[src/hw/rtl/etfp_pkg.sv]
`timescale 1ns / 1ps

package etfp_pkg;

    localparam int POS_W = 5;
    localparam int TDATA_W = 128;

    localparam logic [POS_W-1:0] FRAME_LEN = 5'd22;
    localparam logic [POS_W-1:0] CRC_SPAN = 5'd20;

    // byte offsets inside a frame
    localparam logic [POS_W-1:0] POS_HDR0 = 5'd0;
    localparam logic [POS_W-1:0] POS_HDR1 = 5'd1;
    localparam logic [POS_W-1:0] POS_HDR2 = 5'd2;
    localparam logic [POS_W-1:0] POS_THR = 5'd7;
    localparam logic [POS_W-1:0] POS_CUR_LO = 5'd8;
    localparam logic [POS_W-1:0] POS_CUR_HI = 5'd9;
    localparam logic [POS_W-1:0] POS_VOLT_LO = 5'd10;
    localparam logic [POS_W-1:0] POS_VOLT_HI = 5'd11;
    localparam logic [POS_W-1:0] POS_CONS_LO = 5'd12;
    localparam logic [POS_W-1:0] POS_CONS_HI = 5'd13;
    localparam logic [POS_W-1:0] POS_TEMP = 5'd14;
    localparam logic [POS_W-1:0] POS_PWR = 5'd15;
    localparam logic [POS_W-1:0] POS_RPM_LO = 5'd17;
    localparam logic [POS_W-1:0] POS_RPM_HI = 5'd18;
    localparam logic [POS_W-1:0] POS_STATUS = 5'd19;
    localparam logic [POS_W-1:0] POS_CRC_LO = 5'd20;
    localparam logic [POS_W-1:0] POS_CRC_HI = 5'd21;

    localparam logic [7:0] HDR0 = 8'h55;
    localparam logic [7:0] HDR1 = 8'h00;
    localparam logic [7:0] HDR2 = 8'd22;

    localparam logic [15:0] CRC_POLY = 16'h8408;
    localparam logic [15:0] CRC_INIT = 16'h0000;

    typedef struct packed {
        logic [15:0] rpm;
        logic [15:0] voltage_tenths;
        logic [15:0] current_tenths;
        logic [15:0] consumption_hundredths;
        logic [7:0]  temperature;
        logic [6:0]  power_level;
        logic [6:0]  throttle_level;
        logic [7:0]  status_byte;
        logic [31:0] sync_total;
    } result_t;

    // reflected crc, one byte folded in
    function automatic logic [15:0] crc_byte(input logic [15:0] crc_in, input logic [7:0] b);
        logic [15:0] c;
        c = crc_in ^ {8'h00, b};
        for (int i = 0; i < 8; i++) begin
            if (c[0]) begin
                c = (c >> 1) ^ CRC_POLY;
            end else begin
                c = c >> 1;
            end
        end
        return c;
    endfunction

endpackage

[src/hw/rtl/etfp_frame_core.sv]
`timescale 1ns / 1ps

module etfp_frame_core (
    input  logic              aclk,
    input  logic              aresetn,
    input  logic              beat_accept,
    input  logic [7:0]        rx_byte,
    output logic              res_valid,
    output etfp_pkg::result_t res_data
);
    import etfp_pkg::*;

    logic [POS_W-1:0] pos_reg, pos_next;
    logic [15:0]      crc_reg, crc_next;
    logic [31:0]      sync_reg, sync_next;
    logic [POS_W-1:0] idx;
    logic [15:0]      crc_step;

    logic [7:0] crc_lo_reg;
    logic [7:0] cur_lo_reg, cur_hi_reg;
    logic [7:0] volt_lo_reg, volt_hi_reg;
    logic [7:0] cons_lo_reg, cons_hi_reg;
    logic [7:0] rpm_lo_reg, rpm_hi_reg;
    logic [7:0] temp_reg, status_reg;
    logic [6:0] pwr_reg, thr_reg;

    assign idx = (pos_reg >= FRAME_LEN) ? POS_HDR0 : pos_reg;
    assign crc_step = crc_byte((idx == POS_HDR0) ? CRC_INIT : crc_reg, rx_byte);

    always_comb begin
        pos_next = pos_reg;
        crc_next = crc_reg;
        sync_next = sync_reg;
        res_valid = 1'b0;
        if (beat_accept) begin
            if (idx == POS_HDR0) begin
                pos_next = (rx_byte == HDR0) ? POS_HDR1 : POS_HDR0;
                crc_next = crc_step;
            end else if (idx == POS_HDR1) begin
                pos_next = (rx_byte == HDR1) ? POS_HDR2 : POS_HDR0;
                crc_next = crc_step;
            end else if (idx == POS_HDR2) begin
                if (rx_byte == HDR2) begin
                    pos_next = 5'(idx + 5'd1);
                    sync_next = sync_reg + 32'd1;
                end else begin
                    pos_next = POS_HDR0;
                end
                crc_next = crc_step;
            end else if (idx < CRC_SPAN) begin
                pos_next = 5'(idx + 5'd1);
                crc_next = crc_step;
            end else if (idx == POS_CRC_LO) begin
                pos_next = POS_CRC_HI;
            end else begin
                // last byte: check the little-endian crc word
                pos_next = POS_HDR0;
                res_valid = (crc_reg == {rx_byte, crc_lo_reg});
            end
        end
    end

    always_ff @(posedge aclk) begin
        if (!aresetn) begin
            pos_reg <= POS_HDR0;
            crc_reg <= CRC_INIT;
            sync_reg <= 32'd0;
        end else begin
            pos_reg <= pos_next;
            crc_reg <= crc_next;
            sync_reg <= sync_next;
        end
    end

    always_ff @(posedge aclk) begin
        if (beat_accept) begin
            case (idx)
                POS_THR:     thr_reg <= rx_byte[7:1];
                POS_CUR_LO:  cur_lo_reg <= rx_byte;
                POS_CUR_HI:  cur_hi_reg <= rx_byte;
                POS_VOLT_LO: volt_lo_reg <= rx_byte;
                POS_VOLT_HI: volt_hi_reg <= rx_byte;
                POS_CONS_LO: cons_lo_reg <= rx_byte;
                POS_CONS_HI: cons_hi_reg <= rx_byte;
                POS_TEMP:    temp_reg <= rx_byte;
                POS_PWR:     pwr_reg <= rx_byte[7:1];
                POS_RPM_LO:  rpm_lo_reg <= rx_byte;
                POS_RPM_HI:  rpm_hi_reg <= rx_byte;
                POS_STATUS:  status_reg <= rx_byte;
                POS_CRC_LO:  crc_lo_reg <= rx_byte;
                default: ;
            endcase
        end
    end

    always_comb begin
        res_data.rpm = {rpm_hi_reg, rpm_lo_reg};
        res_data.voltage_tenths = {volt_hi_reg, volt_lo_reg};
        res_data.current_tenths = {cur_hi_reg, cur_lo_reg};
        res_data.consumption_hundredths = {cons_hi_reg, cons_lo_reg};
        res_data.temperature = temp_reg;
        res_data.power_level = pwr_reg;
        res_data.throttle_level = thr_reg;
        res_data.status_byte = status_reg;
        res_data.sync_total = sync_reg;
    end

endmodule

[src/hw/rtl/etfp_out_buf.sv]
`timescale 1ns / 1ps

module etfp_out_buf (
    input  logic              aclk,
    input  logic              aresetn,
    input  logic              res_valid,
    input  etfp_pkg::result_t res_data,
    output logic              res_ready,
    output logic              m_tvalid,
    input  logic              m_tready,
    output etfp_pkg::result_t m_data
);
    import etfp_pkg::*;

    logic    out_valid_reg;
    logic    skid_valid_reg;
    result_t out_reg;
    result_t skid_reg;

    assign res_ready = !skid_valid_reg;
    assign m_tvalid = out_valid_reg;
    assign m_data = out_reg;

    always_ff @(posedge aclk) begin
        if (!aresetn) begin
            out_valid_reg <= 1'b0;
            skid_valid_reg <= 1'b0;
        end else if (!out_valid_reg || m_tready) begin
            if (skid_valid_reg) begin
                out_valid_reg <= 1'b1;
                skid_valid_reg <= 1'b0;
            end else begin
                out_valid_reg <= res_valid;
            end
        end else if (res_valid) begin
            // output stalled, park the result
            skid_valid_reg <= 1'b1;
        end
    end

    always_ff @(posedge aclk) begin
        if (!out_valid_reg || m_tready) begin
            if (skid_valid_reg) begin
                out_reg <= skid_reg;
            end else if (res_valid) begin
                out_reg <= res_data;
            end
        end else if (res_valid) begin
            skid_reg <= res_data;
        end
    end

endmodule

[src/hw/rtl/esc_telemetry_frame_parser.sv]
`timescale 1ns / 1ps
// a result is registered in the output buffer (out_reg, or skid_reg while m_ stalls)
// throughput: one byte per cycle while s_tready is high (byte-wide crc update in core)
// a two-entry output buffer keeps s_tready high while one result waits on m_
// reset (aresetn low, synchronous) clears byte position, crc, sync count and buffer valids
// s_tready is high from the first cycle after reset

module esc_telemetry_frame_parser (
    input  logic                            aclk,
    input  logic                            aresetn,
    input  logic                            s_tvalid,
    output logic                            s_tready,
    input  logic [7:0]                      s_tdata,  // [7:0] rx_byte
    output logic                            m_tvalid,
    input  logic                            m_tready,
    // [15:0] rpm, [31:16] voltage_tenths, [47:32] current_tenths,
    // [63:48] consumption_hundredths, [71:64] temperature, [78:72] power_level,
    // [85:79] throttle_level, [93:86] status_byte, [125:94] sync_total, [127:126] zero
    output logic [etfp_pkg::TDATA_W-1:0]    m_tdata
);
    import etfp_pkg::*;

    logic    beat_accept;
    logic    res_valid;
    logic    res_ready;
    result_t res_data;
    result_t m_data;

    assign s_tready = res_ready;
    assign beat_accept = s_tvalid && s_tready;

    etfp_frame_core u_core (
        .aclk        (aclk),
        .aresetn     (aresetn),
        .beat_accept (beat_accept),
        .rx_byte     (s_tdata),
        .res_valid   (res_valid),
        .res_data    (res_data)
    );

    etfp_out_buf u_out (
        .aclk      (aclk),
        .aresetn   (aresetn),
        .res_valid (res_valid),
        .res_data  (res_data),
        .res_ready (res_ready),
        .m_tvalid  (m_tvalid),
        .m_tready  (m_tready),
        .m_data    (m_data)
    );

    assign m_tdata = {2'b00,
                      m_data.sync_total,
                      m_data.status_byte,
                      m_data.throttle_level,
                      m_data.power_level,
                      m_data.temperature,
                      m_data.consumption_hundredths,
                      m_data.current_tenths,
                      m_data.voltage_tenths,
                      m_data.rpm};

endmodule

[config.mk]
export PLATFORM = sky130hd
export DESIGN_NAME = esc_telemetry_frame_parser
export DESIGN_NICKNAME = d
export VERILOG_FILES = /design/src/hw/rtl/etfp_pkg.sv /design/src/hw/rtl/etfp_frame_core.sv /design/src/hw/rtl/etfp_out_buf.sv /design/src/hw/rtl/esc_telemetry_frame_parser.sv
export SDC_FILE = /design/constraint.sdc
export NUM_CORES = 1
export LEC_CHECK = 0
export ABC_AREA = 1
export BUFFER_PORTS_ARGS = -buffer_cell sky130_fd_sc_hd__buf_2
export CORE_ASPECT_RATIO = 1.75
export CORE_MARGIN = 3
export CORE_UTILIZATION = 40
export CTS_CLUSTER_SIZE = 10
export DETAILED_ROUTE_END_ITERATION = 10
export PLACE_DENSITY_LB_ADDON = 0.1
export SLEW_MARGIN = 20
export SYNTH_ARGS = -nofsm -noshare
export SYNTH_HDL_FRONTEND = slang
export SYNTH_SLANG_ARGS = --single-unit
[constraint.sdc]
create_clock -name aclk -period 33.4 [get_ports aclk]
set_input_delay 8.35 -clock aclk [delete_from_list [all_inputs] [get_ports aclk]]
set_output_delay 8.35 -clock aclk [all_outputs]
set_load 0.03 [all_outputs]
==> impl_metrics.ini <==
[cts]
htreeDepth = 2
clk_pin_slew_worst_paths_ps = 50
clk_path_buf_depth = 3
cts_tree = yes
cts_root_buf = clkbuf_16
clock_latency_ps = 550
clock-sinks = 409
hold_buffers = 0
postCtsSetupBuffers = 0
cts_resized = 0
cts_buffers = 46

[placement]
place.port_buffers = 139
dp_slack_ps = 22210
gp_congestion = 0.909
dp_hpwl_um = 26800
postPlaceCellArea_sq_mm = 0.0176

[critical_path]
critPathMaxStageDelay_ps = 630
worstSetupPathType = in -> reg
critPathCaptureType = flop
crit_family = buffers and inverters
cp.buffers_inverters = 3
worstPathCellList = buf_2 > inv_1 > nand2_1 > nand2_1 > nor2_1 > nand4_1 > nor2_1 > nand4_1 > a21oi_4 > buf_4
cpMaxStageDelayCell = buf_4
cp.depth = 10
crit_arrival_ps = 10600
critPathMaxFanout = 58
worstSetupStartpointType = primary input
r2r_cells = 9
required_ps = 33570

[die]
die-area_sq_mm = 0.0433
fp.dieH_um = 273
coreArea_sq_mm = 0.0402
pin_count = 142
die_x_um = 159
initial_core_util_pct = 40.5
rows = 97

[yosys]
synth_cells = 1435
synth-edff-count = 354
synth.distinct_cells = 37
synth_fa_ha_area_share_pct = 0.461
async_reset_ff_share_pct = 0
synthXorXnorAreaFrac_pct = 1.40
synth_top_area_share_pct = 65.3
synth_top_family_by_area = simple AND/OR/NAND/NOR gates
synth-compound-area-share_pct = 3.47
synth.most_common_cell = nand2_1
synth-simple-area-share_pct = 18.9
ys_ff_latch = 409
synthTopCellsByCount = nand2_1 (521), edfxtp_1 (354), inv_1 (95)
yosysWarnings = 0
yosysTopAreaCell = edfxtp_1
synth_area_leaders = edfxtp_1 (65%), nand2_1 (12%), dfxtp_1 (6.8%)
synth_mux_area_share_pct = 0
ys.flop_type = edfxtp_1
avgSynthCellArea_sq_um = 11.3
syn_area_sq_mm = 0.0163
yosysSeqAreaShare_pct = 72.1

[flow_run]
maxCapViolCount = 0

[sta]
fmax_mhz = 95.8
skew_ps = 16.9
slew_headroom_pct = 35.0
finalCriticalPeriod_ps = 10440
final-setup-viol-count = 0
worst_pin_slew_ps = 972
period_share_pct = 31.2
drv_slew = 0
fin_ws_ps = 22960
fin_setup_tns_ps = 0
hold_viol_final = 0
rsz0062_at_grt = no

[routing]
drt_wl_total_um = 40100
routed-via-count = 10500
via_per_inst = 4.87
dr.pass1.iters = 5
ant_nets = 0
drt-initial-drc-count = 610
post_drt_wl_per_cell_um = 18.6
drc = 0

[layout]
antenna_cells = 0
fin_area_sq_mm = 0.0189
final_nets = 1609
layout-drive-gt1-share_pct = 14.3
synthToLayoutAreaGrowth_pct = 16.0

[global_routing]
antenna_found_initial = 0
grt-ovfl-total = 0
grt_pass1_vias = 10500
grt_pass1_wl_um = 61000
grt_max_degree = 85
grt.total_usage_pct = 18.7

[worst_hold_path]
whs_path_depth = 0
holdCritPathClass = reg -> reg

[power_and_ir_drop]
p_leak_nw = 7.17
power.total_mw = 1.02
peakVddDrop_mv = 0.0368
power.density_mw_per_mm2 = 54.2

[outcome]
outcome = finished clean
-- metrics by stage --
step	hold WS, ps	instances	util (%)
finish	443	2162	47.0
global placement	428	2087	43.8
detailed placement	432	2087	43.8
floorplan	406	1436	-
global route	451	2162	47.0
CTS	445	2162	47.0
-- cells by family (layout without fill, tap and decap cells) --
kind of cell	Yosys count	in the layout
and+or+nand+nor	735	735
DFF	409	409
buffers and inverters	148	330
AOI/OAI and AO/OA	110	110
xor gates and xnor gates	26	26
adders and majority gates	6	6
other	1	2
-- final timing paths --
path	start	slack (ps)	end
max	s_tdata[1]	22960	u_out.m_data[41]
min	u_core.status_reg[7]	440	u_out.skid_reg[39]
max reg2reg	u_out.skid_valid_reg	29640	u_out.m_data[41]
min reg2reg	u_core.status_reg[7]	440	u_out.skid_reg[39]
-- power breakdown --
part	switching [mW]	leakage, nW	internal [mW]
Clock	0.188	0.624	0.260
Combinational	0.0187	2.84	0.00594
Sequential	0.00196	3.70	0.551
Total	0.208	7.17	0.816
-- placed cells by master, fill, tap and decap left out, types with 45 or more instances in the layout --
cell type / count
a21oi_1: 50
buf_2: 139
clkbuf_16: 47
dfxtp_1: 54
edfxtp_1: 354
inv_1: 94
nand2_1: 521
nand3_1: 70
nor2_1: 64
o21ai_0: 45
-- routing by layer --
metal  up-vias  share of wire [%]  GRT usage (%)
li1       5169                  -              -
met1      4974                 37           21.0
met2       285                 55           34.5
met3        94                3.8           2.60
met4         0                4.5           8.20
met5         -                  0              0
-- final cells by class --
type / instances / area (sq um)
inverters: 100 / 377
clock buffers: 73 / 1270
repair buffers: 155 / 820
clock inverters: 2 / 28.8
fillers: 3796 / 21300
multi-input cells: 879 / 3980
flip-flops and latches: 409 / 11700
well taps: 544 / 681
Note: power is estimated with default switching activity, not from simulation.
